$ cat config.mk
export PLATFORM = sky130hd
export DESIGN_NAME = overlap_histogram_symmetry
export DESIGN_NICKNAME = d
export VERILOG_FILES = /design/src/ohs_pkg.sv /design/src/ohs_bin_store.sv /design/src/overlap_histogram_symmetry.sv
export SDC_FILE = /design/constraint.sdc
export NUM_CORES = 2
export LEC_CHECK = 0
export BUFFER_PORTS_ARGS = -buffer_cell sky130_fd_sc_hd__buf_2
export CORE_MARGIN = 2
export CORE_UTILIZATION = 57
export DETAILED_ROUTE_END_ITERATION = 16
export PLACE_DENSITY = 0.79
export SYNTH_ARGS = -nofsm -noshare
export SYNTH_HDL_FRONTEND = slang
export SYNTH_SLANG_ARGS = --single-unit
export TNS_END_PERCENT = 1
$ cat constraint.sdc
create_clock -name clk -period 16.4 [get_ports clk]
set_input_delay 4.1 -clock clk [delete_from_list [all_inputs] [get_ports clk]]
set_output_delay 4.1 -clock clk [all_outputs]
set_load 0.02 [all_outputs]
$ cat src/ohs_pkg.sv
// ----------------------------------------------------------------------------
// ohs_pkg
// Shared types, constants and helpers of the overlap histogram block.
// ----------------------------------------------------------------------------
package ohs_pkg;

  localparam int NUM_BINS    = 64;
  localparam int COUNT_WIDTH = 32;

  localparam int EVEN_BINS = (NUM_BINS / 2) * 2;
  localparam int HALF_BINS = EVEN_BINS / 2;
  localparam int BIN_W     = $clog2(NUM_BINS);
  localparam int PAIR_W    = (HALF_BINS > 1) ? $clog2(HALF_BINS) : 1;
  localparam int MUL_W     = COUNT_WIDTH + 16;

  localparam logic [15:0] TOL_RESET = 16'd3277;

  typedef logic [COUNT_WIDTH-1:0] count_t;
  typedef logic [BIN_W-1:0]       bin_addr_t;

  typedef enum logic [1:0] {
    REQ_PUSH  = 2'd0,
    REQ_CHECK = 2'd1,
    REQ_READ  = 2'd2,
    REQ_NOP   = 2'd3
  } ohs_req_t;

  typedef enum logic [1:0] {
    STAT_DONE      = 2'd0,
    STAT_SYM       = 2'd1,
    STAT_ASYM      = 2'd2,
    STAT_LOW_STATS = 2'd3
  } ohs_status_t;

  typedef enum logic [2:0] {
    ST_IDLE,
    ST_PUSH,
    ST_READ,
    ST_CHK_RDA,
    ST_CHK_RDB,
    ST_CHK_MUL,
    ST_CHK_CMP,
    ST_DONE
  } ohs_state_t;

  // Access request from the sequencer to the bin store.
  typedef struct packed {
    logic      rd_en;
    bin_addr_t rd_addr;
    logic      wr_en;
    bin_addr_t wr_addr;
    count_t    wr_data;
  } ohs_mem_req_t;

  function automatic count_t sat_inc(input count_t c);
    count_t r;
    r = (c == '1) ? c : c + 1'b1;
    return r;
  endfunction

  // Truncates or zero-extends a count to the 32-bit result fields.
  function automatic logic [31:0] to_out32(input count_t c);
    logic [63:0] w;
    w = 64'(c);
    return w[31:0];
  endfunction

endpackage

$ cat src/ohs_bin_store.sv
// ----------------------------------------------------------------------------
// ohs_bin_store
// Bin count memory with one read and one write port and a valid bit per
// entry; an entry not written since reset reads as zero.
// ----------------------------------------------------------------------------
module ohs_bin_store
  import ohs_pkg::*;
(
  input  logic         clk,
  input  logic         rst_n,
  input  ohs_mem_req_t mem_req,
  output count_t       rd_data
);

  count_t              bin_mem [NUM_BINS];
  logic [NUM_BINS-1:0] valid_r;
  count_t              rd_data_r;
  logic                rd_vld_r;

  always_ff @(posedge clk) begin
    if (mem_req.wr_en) begin
      bin_mem[mem_req.wr_addr] <= mem_req.wr_data;
    end
    if (mem_req.rd_en) begin
      rd_data_r <= bin_mem[mem_req.rd_addr];
    end
  end

  always_ff @(posedge clk) begin
    if (!rst_n) begin
      valid_r  <= '0;
      rd_vld_r <= 1'b0;
    end else begin
      if (mem_req.wr_en) begin
        valid_r[mem_req.wr_addr] <= 1'b1;
      end
      if (mem_req.rd_en) begin
        rd_vld_r <= valid_r[mem_req.rd_addr];
      end
    end
  end

  assign rd_data = rd_vld_r ? rd_data_r : '0;

endmodule

$ cat src/overlap_histogram_symmetry.sv
// ----------------------------------------------------------------------------
// overlap_histogram_symmetry
// Histogram of overlap values in [-1,1] with push, symmetry check and read.
// ----------------------------------------------------------------------------
// One request is handled at a time and every request gives one result beat.
// A push reads, increments and writes back one bin, a read fetches one bin
// and an unused request type goes straight to its result beat.
// A symmetry check walks k mirrored pairs before it stops (at most
// NUM_BINS/2): each pair costs two reads of the single read port of the bin
// store and one pass through the shared multiply and compare unit. Counts
// are cleared at reset by per-entry valid bits, so no clearing pass is
// needed.
module overlap_histogram_symmetry
  import ohs_pkg::*;
(
  input  logic        clk,
  input  logic        rst_n,
  // in_tdata: sample [16:0], bin_index [22:17], zero [23]
  input  logic        in_tvalid,
  output logic        in_tready,
  input  logic [23:0] in_tdata,
  // in_tuser: req_type [1:0]
  input  logic [1:0]  in_tuser,
  // out_tdata: bin_count [31:0], running_total [63:32]
  output logic        out_tvalid,
  input  logic        out_tready,
  output logic [63:0] out_tdata,
  // out_tuser: status [1:0]
  output logic [1:0]  out_tuser,
  input  logic        cfg_valid,
  output logic        cfg_ready,
  input  logic [15:0] cfg_data
);

  ohs_state_t   state_r, state_nxt;
  ohs_mem_req_t mem_req;
  count_t       rd_data;

  ohs_req_t     in_req;
  ohs_req_t     req_r;
  logic [15:0]  tol_r;
  bin_addr_t    bin_r;
  bin_addr_t    push_bin;
  bin_addr_t    read_addr;
  logic         read_ok;
  logic         read_ok_r;
  logic [PAIR_W-1:0] pair_r;
  bin_addr_t    pair_addr;
  bin_addr_t    mirror_addr;
  logic         last_pair;

  count_t       a_r;
  count_t       diff_r;
  logic         b_zero_r;
  logic [MUL_W-1:0] prod_r;
  logic         asym;

  count_t       cnt_r;
  ohs_status_t  status_r;
  count_t       total_r;

  logic         out_tvalid_r;
  logic [1:0]   out_status_r;
  logic [31:0]  out_count_r;
  logic [31:0]  out_total_r;

  logic signed [16:0] sample;
  logic signed [17:0] v_clamp;
  logic [31:0]  pos;
  logic [31:0]  bin_full;
  logic [31:0]  idx_full;
  logic [31:0]  mirror_full;

  assign in_req    = ohs_req_t'(in_tuser);
  assign sample    = $signed(in_tdata[16:0]);
  assign cfg_ready = 1'b1;

  // Binning: clamp to [-1,1], shift to [0,2], scale by half the bins.
  always_comb begin
    v_clamp = 18'(sample);
    if (v_clamp < -18'sd32768) begin
      v_clamp = -18'sd32768;
    end else if (v_clamp > 18'sd32768) begin
      v_clamp = 18'sd32768;
    end
    pos      = 32'(v_clamp + 18'sd32768);
    bin_full = (pos * 32'(HALF_BINS)) >> 15;
    if (bin_full > 32'(EVEN_BINS - 1)) begin
      bin_full = 32'(EVEN_BINS - 1);
    end
    push_bin = bin_full[BIN_W-1:0];
  end

  assign idx_full    = 32'(in_tdata[22:17]);
  assign read_ok     = idx_full < 32'(EVEN_BINS);
  assign read_addr   = idx_full[BIN_W-1:0];
  assign pair_addr   = BIN_W'(pair_r);
  assign mirror_full = 32'(EVEN_BINS - 1) - 32'(pair_r);
  assign mirror_addr = mirror_full[BIN_W-1:0];
  assign last_pair   = 32'(pair_r) == 32'(HALF_BINS - 1);
  assign asym        = {diff_r, 16'b0} > prod_r;

  always_ff @(posedge clk) begin
    if (!rst_n) begin
      state_r <= ST_IDLE;
    end else begin
      state_r <= state_nxt;
    end
  end

  always_comb begin
    state_nxt       = state_r;
    in_tready       = 1'b0;
    mem_req.rd_en   = 1'b0;
    mem_req.rd_addr = pair_addr;
    mem_req.wr_en   = 1'b0;
    mem_req.wr_addr = bin_r;
    mem_req.wr_data = sat_inc(rd_data);
    case (state_r)
      ST_IDLE: begin
        in_tready = 1'b1;
        if (in_tvalid) begin
          case (in_req)
            REQ_PUSH: begin
              mem_req.rd_en   = 1'b1;
              mem_req.rd_addr = push_bin;
              state_nxt       = ST_PUSH;
            end
            REQ_CHECK: state_nxt = ST_CHK_RDA;
            REQ_READ: begin
              mem_req.rd_en   = 1'b1;
              mem_req.rd_addr = read_addr;
              state_nxt       = ST_READ;
            end
            default: state_nxt = ST_DONE;
          endcase
        end
      end
      ST_PUSH: begin
        mem_req.wr_en = 1'b1;
        state_nxt     = ST_DONE;
      end
      ST_READ: state_nxt = ST_DONE;
      ST_CHK_RDA: begin
        mem_req.rd_en = 1'b1;
        state_nxt     = ST_CHK_RDB;
      end
      ST_CHK_RDB: begin
        mem_req.rd_en   = 1'b1;
        mem_req.rd_addr = mirror_addr;
        state_nxt       = ST_CHK_MUL;
      end
      ST_CHK_MUL: state_nxt = ST_CHK_CMP;
      ST_CHK_CMP: begin
        if (b_zero_r || asym || last_pair) begin
          state_nxt = ST_DONE;
        end else begin
          state_nxt = ST_CHK_RDA;
        end
      end
      ST_DONE: begin
        if (!out_tvalid_r || out_tready) begin
          state_nxt = ST_IDLE;
        end
      end
      default: state_nxt = ST_IDLE;
    endcase
  end

  ohs_bin_store u_store (
    .clk     (clk),
    .rst_n   (rst_n),
    .mem_req (mem_req),
    .rd_data (rd_data)
  );

  // Datapath and the shared multiply and compare unit.
  always_ff @(posedge clk) begin
    case (state_r)
      ST_IDLE: begin
        if (in_tvalid) begin
          req_r     <= in_req;
          bin_r     <= push_bin;
          read_ok_r <= read_ok;
          cnt_r     <= '0;
          status_r  <= STAT_DONE;
        end
      end
      ST_PUSH: cnt_r <= sat_inc(rd_data);
      ST_READ: cnt_r <= read_ok_r ? rd_data : '0;
      ST_CHK_RDB: a_r <= rd_data;
      ST_CHK_MUL: begin
        diff_r   <= (a_r > rd_data) ? a_r - rd_data : rd_data - a_r;
        prod_r   <= MUL_W'(tol_r) * MUL_W'(rd_data);
        b_zero_r <= rd_data == '0;
      end
      ST_CHK_CMP: begin
        if (b_zero_r) begin
          status_r <= STAT_LOW_STATS;
        end else if (asym) begin
          status_r <= STAT_ASYM;
        end else begin
          status_r <= STAT_SYM;
        end
      end
      default: ;
    endcase
    if (state_r == ST_DONE && (!out_tvalid_r || out_tready)) begin
      out_status_r <= status_r;
      out_count_r  <= to_out32(cnt_r);
      out_total_r  <= to_out32(total_r);
    end
  end

  always_ff @(posedge clk) begin
    if (!rst_n) begin
      tol_r        <= TOL_RESET;
      total_r      <= '0;
      pair_r       <= '0;
      out_tvalid_r <= 1'b0;
    end else begin
      if (cfg_valid) begin
        tol_r <= cfg_data;
      end
      if (state_r == ST_PUSH) begin
        total_r <= sat_inc(total_r);
      end
      if (state_r == ST_IDLE) begin
        pair_r <= '0;
      end else if (state_r == ST_CHK_CMP && !(b_zero_r || asym || last_pair)) begin
        pair_r <= pair_r + 1'b1;
      end
      if (state_r == ST_DONE && (!out_tvalid_r || out_tready)) begin
        out_tvalid_r <= 1'b1;
      end else if (out_tready) begin
        out_tvalid_r <= 1'b0;
      end
    end
  end

  assign out_tvalid = out_tvalid_r;
  assign out_tdata  = {out_total_r, out_count_r};
  assign out_tuser  = out_status_r;

`ifndef ASSERT_OFF
  // A push beat raises the total by one, or leaves it at saturation.
  a_push_total: assert property (@(posedge clk) disable iff (!rst_n)
    (in_tvalid && in_tready && in_req == REQ_PUSH) |-> ##2
      (total_r == sat_inc($past(total_r, 2))))
    else $error("total not incremented after push");

  // A finished result is held back while the previous beat is still waiting.
  a_done_hold: assert property (@(posedge clk) disable iff (!rst_n)
    (state_r == ST_DONE && out_tvalid_r && !out_tready) |=> (state_r == ST_DONE))
    else $error("result overwritten before it was taken");

  // A check never completes with the plain done status.
  a_check_status: assert property (@(posedge clk) disable iff (!rst_n)
    (state_r == ST_DONE && req_r == REQ_CHECK) |-> (status_r != STAT_DONE))
    else $error("check finished without a verdict");

  // The pair walk stays within the lower half of the bins.
  a_pair_range: assert property (@(posedge clk) disable iff (!rst_n)
    (32'(pair_r) < 32'(HALF_BINS)))
    else $error("pair index beyond half the bins");
`endif

endmodule
; ---- Yosys cells after proc, flatten, opt, wreduce, memory -nomap -nowiden
; Memory sizes are Yosys's and may differ from the RTL's. A register that Yosys moved wholly into a read port is not among the register bits.
; Cells that the tools add are included.
[classes]
n_addsub = 7
multipliers = 1
magnitude_cmp = 9
n_eq_ne = 14
muxes = 32
n_bitwise = 3
reduce_logical = 22
[op_table]
columns = op, count
row1 = $mux 32, 5
row2 = $pmux 32 s3, 1
row3 = $add 32x1->32 const B, 2
row4 = $eq 32x32->1 const B, 2
row5 = $or 64x64->64, 1
row6 = $sub 32x32->32, 2
row7 = $gt 48x48->1, 1
row8 = $mul 16x32->48, 1
row9 = $mux 18, 2
row10 = $gt 32x32->1, 1
row11 = $logic_not 32->1, 1
row12 = $lt 6x7->1 const B, 3
row13 = $pmux 3 s7, 1
row14 = $add 18x17->19 const B, 1
row15 = $gt 17x17->1 const B, 1
row16 = $gt 17x6->1 const B, 1
row17 = $lt 17x16->1 const B, 1
row18 = $pmux 7 s2, 1
row19 = $eq 3x3->1 const B, 4
row20 = $pmux 6 s2, 1
row21 = $reduce_and 2->1, 5
row22 = $mux 3, 3
row23 = $pmux 3 s3, 1
row24 = $mux 1, 8
row25 = other kinds (25), 38
[totals]
regBits = 342
mem_bits_rw = 2048
input_bits = 47
output_inout_bits = 69
wordCells = 107
n_memories = 1
[mem_list]
columns = memory, depth, word_bits, rd, rd_ports_with_merged_regs, wr, line
row1 = u_store.bin_mem, 64, 32, 1, 1, 1, ohs_bin_store.sv:15  ; count_t bin_mem [NUM_BINS];

; ---- Depth between registers and ports, before layout
[depth]
word_depth = 11
ltp_mapped = 29
depth_no_buf = 24

; ---- Hierarchy
; Synthesis repeated with hierarchy kept, for this count alone.
[unflattened]
cells_unflattened = 6544
hier_area_um2 = 112584.2
[modules_own_cells]
columns = module, n_inst, cells_each, area_each_um2, seq_area_each_um2
row1 = ohs_bin_store, 1, 3266, 81439.4, 63761.2
row2 = overlap_histogram_symmetry, 1, 3278, 31144.9, 7717.4

; ---- Least setup slack after synthesis
; OpenSTA, ideal clock, no wires.
[synth_timing]
kind = input-to-reg
startpoint = input out_tready
endpoint = register out_count_r[0], enable pin
setup_time_ns = 0.491
t_arrival_ns = 6.927
t_required_ns = 15.909
path_slack_ns = 8.983
path_stages = 2
n_path_buf = 0
path_cell_list = nor2b_1 > nor2_1
[synth_between]
elab_chain_cells = 2
[synth_lines]
columns = element, line
row1 = "start, declared", overlap_histogram_symmetry.sv:26  ; input logic out_tready,
row2 = $logic_or 1x1->1, overlap_histogram_symmetry.sv:208  ; if (state_r == ST_DONE && (!out_tvalid_r || out_tready)) begin
row3 = $logic_and 1x1->1, overlap_histogram_symmetry.sv:208
row4 = "end signal, assigned", overlap_histogram_symmetry.sv:210  ; out_count_r <= to_out32(cnt_r);
row5 = "end, declared", overlap_histogram_symmetry.sv:64  ; logic [31:0] out_count_r;
; No other way between the ends.
; A chain may end at the register's enable or synchronous reset.

; ---- Worst setup path after layout
[layout_timing]
startpoint = input in_tdata[15]
endpoint = register u_store.rd_data_r[10] (read register of u_store.bin_mem) (data pin)
[layout_between]
elab_chain_cells = 9
word_cells_on_any_way = 10
cone_classes = 1 x add/sub / 3 x order compare / 6 x mux
[layout_lines]
columns = element, line
row1 = "start, declared", overlap_histogram_symmetry.sv:21  ; input logic [23:0] in_tdata,
row2 = $gt 17x17->1, overlap_histogram_symmetry.sv:83  ; end else if (v_clamp > 18'sd32768) begin
row3 = $mux 18, overlap_histogram_symmetry.sv:83
row4 = $mux 18 *, overlap_histogram_symmetry.sv:81  ; if (v_clamp < -18'sd32768) begin
row5 = $add 18x17->19 *, overlap_histogram_symmetry.sv:86  ; pos = 32'(v_clamp + 18'sd32768);
row6 = $gt 17x6->1, overlap_histogram_symmetry.sv:88  ; if (bin_full > 32'(EVEN_BINS - 1)) begin
row7 = $mux 6 *, overlap_histogram_symmetry.sv:88
row8 = $pmux 7 s2 *, overlap_histogram_symmetry.sv:123  ; case (in_req)
row9 = $mux 7 *, overlap_histogram_symmetry.sv:122  ; if (in_tvalid) begin
row10 = $pmux 6 s2 *, overlap_histogram_symmetry.sv:119  ; case (state_r)
row11 = "end, declared", ohs_bin_store.sv:17  ; count_t rd_data_r;
; Every way passes the cells marked *; elsewhere a longest branch is shown, timed or not.

==> flow_summary.ini <==
[routing]
route.detailed.drc = 0
viasPerCell = 6.67
drtIter0Drc = 12700
wl_per_cell_um = 27.9
drt_wl_total_um = 340000
ant_nets = 0
drt_pre_antenna_iters = 8
vias = 81100

[place]
dp_hpwl_um = 199000
numPortBuffers = 103
place_congestion = 0.967
placed_area_mm2 = 0.119

[sta]
worst_slew_pin_slew_ns = 1.32
finalCriticalPeriod_ns = 9.13
finalSetupViolCount = 0
slew_headroom = 0.111
final-hold-violation-count = 0
drv_slew = 0
rsz0062_at_grt = false
final.setup_skew_ns = 0.0896
fmax_mhz = 110
tns_ns = 0
fin_crit_sh = 0.556

[grt]
grt_pass1_wl_um = 498000
grt_max_degree = 179
grt_pass1_vias = 79600
grt_use_total = 0.325
gr-usage-met3 = 0.0781
grt_busiest_layer = met2
use_met1 = 0.422
grt_overflow_total = 0
met2_usage = 0.501
antenna_found_initial = 21

[clock_network]
ctsLongestPathBuffers = 3
postCtsSetupBuffers = 0
clk_pin_slew_ns = 0.06
clock-root-buffer = clkbuf_16
cts-resized-gates = 0
cts_hold_buf = 0
numCtsBuffers = 228
tritoncts = done
clkLatencyLatePin_ns = 0.90
clock-sinks = 2421
htreeDepth = 4

[floorplanning]
die-height_um = 455
dieArea_mm2 = 0.207
core_mm2 = 0.202
rows = 165
initial_utilization = 0.573
die_w_um = 455
io_pins = 116

[yosys]
synth_top_area_share = 0.596
synth.distinct_cells = 90
synth_edf_count = 2299
yosysWarnings = 0
synth-seq-area-share = 0.617
syn-cell-area_mm2 = 0.116
synth_ff_type = edfxtp_1
async_reset_ff_frac = 0
syn-num-nets = 10100
synth_area_per_cell_um2 = 12.3
syn_inst = 9405
synth_top_area_cell = edfxtp_1
yosys-top-cells-area = edfxtp_1 (60%), fa_1 (7.3%), nand2_1 (5.7%), and3_1 (3.6%), a211oi_1 (3.1%)
ys_ff_latch = 2421

[cells_and_area]
area.growth.synth_to_final_pct = 9.80
multiInputGateArea_mm2 = 0.0401
final_cell_mix = edfxtp_1 (2299), nand2_1 (1763), and3_1 (659)
drive_gt1_frac = 0.0873
final_nets = 9973
final_common_cell = edfxtp_1
ff_latch_area_mm2 = 0.0715
final_area_mm2 = 0.127
fin_util = 0.629
fillers = 14200

[pwr]
power_leakage_nw = 46.7
power_density_mw_per_mm2 = 133
ir_drop_mv = 0.114

[worst_setup_path]
endpoint_kind = flop
worstPathMaxFanout = 124
worstSetupPathType = in -> reg
start_kind = input pin
cp.required_ns = 17.16
worstPathArrival_ns = 9.88

[run]
maxCapViolations = 0

[outcome]
status = finished, final reports clean

[worst_hold_path]
hp-class = reg -> reg
## Yosys cell counts (all sizes together), types with 46 or more instances
cell / number
clkbuf: 436
nor2: 328
o21ai: 176
nand2: 1766
a221oi: 65
a211oi: 472
xnor2: 89
dfxtp: 122
inv: 581
fa: 420
a311oi: 250
a21oi: 142
buf: 246
a31oi: 288
nand3: 329
edfxtp: 2299
nand4: 46
ha: 220
and3: 659
nor4: 49
## routing by layer
metal	wire, µm	part of all wire	vias to the layer above
met5	71	0.00021	-
met4	22300	0.066	10
met3	46000	0.14	1078
met2	153000	0.45	6135
met1	118000	0.35	39900
li1	-	-	34000
## cell type report
cell class | count | share of cell area
clock buffers | 298 | 0.0492
diodes | 8 | 0.000157
clock inverters | 134 | 0.0108
inverters | 582 | 0.0172
repair buffers | 333 | 0.0187
well taps | 2672 | 0.0263
multi-input cells | 5720 | 0.315
flip-flops and latches | 2421 | 0.562
## cell families after synthesis
kind of cell             Yosys count  synth area share
AO/OA/AOI/OAI                   1564            0.0959
multiplexers                      46           0.00425
XOR/XNOR                         129           0.00976
flip-flops                      2421             0.617
adder cells (fa/ha/maj)          640            0.0964
buffers and inverters           1264            0.0441
other                              1         0.0000324
AND/OR/NAND/NOR                 3340             0.132
## sequential cells by signal, indices dropped and copies added, names as in the netlist
signal / cells
u_store.rd_data_r: 32
u_store.rd_vld_r: 1
out_count_r: 32
status_r: 2
out_total_r: 32
b_zero_r: 1
state_r: 3
prod_r: 48
out_tuser: 2
u_store.bin_mem: 2048
tol_r: 16
cnt_r: 32
out_tvalid: 1
bin_r: 6
diff_r: 32
u_store.valid_r: 64
total_r: 32
a_r: 32
pair_r: 5
## worst paths after layout
| path | startpoint | to | slack (ns) | cells past startpoint |
|---|---|---|---|---|
| hold / removal | cnt_r[21] | out_count_r[21] | 0.42 | 0 |
| setup reg to reg | u_store.rd_vld_r | prod_r[44] | 7.54 | 23 |
| hold reg to reg | cnt_r[21] | out_count_r[21] | 0.42 | 0 |
| setup / recovery | in_tdata[15] | u_store.rd_data_r[10] | 7.27 | 14 |
## where the power goes
| part | switching [mW] | leakage (nW) | internal, mW |
|---|---|---|---|
| registers | 0.160 | 22.4 | 7.15 |
| logic | 2.97 | 20.6 | 1.26 |
| clock network | 2.34 | 3.70 | 3.02 |
| total | 5.47 | 46.7 | 11.4 |
## critical path, stage by stage
cell      delay, ns
buf_2          0.12
nor2b_1        0.19
o211ai_1       0.23
a211o_4        0.21
buf_4          0.50
buf_4          0.76
buf_12         0.56
buf_4          0.70
and3_1         0.29
a211oi_1       0.06
a31oi_1        0.25
a211oi_1       0.22
nor4_2         1.02
and3_1         0.29
## per-stage QoR
step	setup WS (ns)	power, mW	hold WS (ns)	cells
after floorplan	8.98	10.1	0.400	9405
after global routing	7.13	17.5	0.430	12200
final	7.27	16.9	0.419	12200
after detailed placement	6.74	11.5	0.405	11700
after global placement	6.77	11.4	0.401	11700
after CTS	7.68	16.8	0.418	12200
No activity file was read; power rests on OpenSTA's default activity.
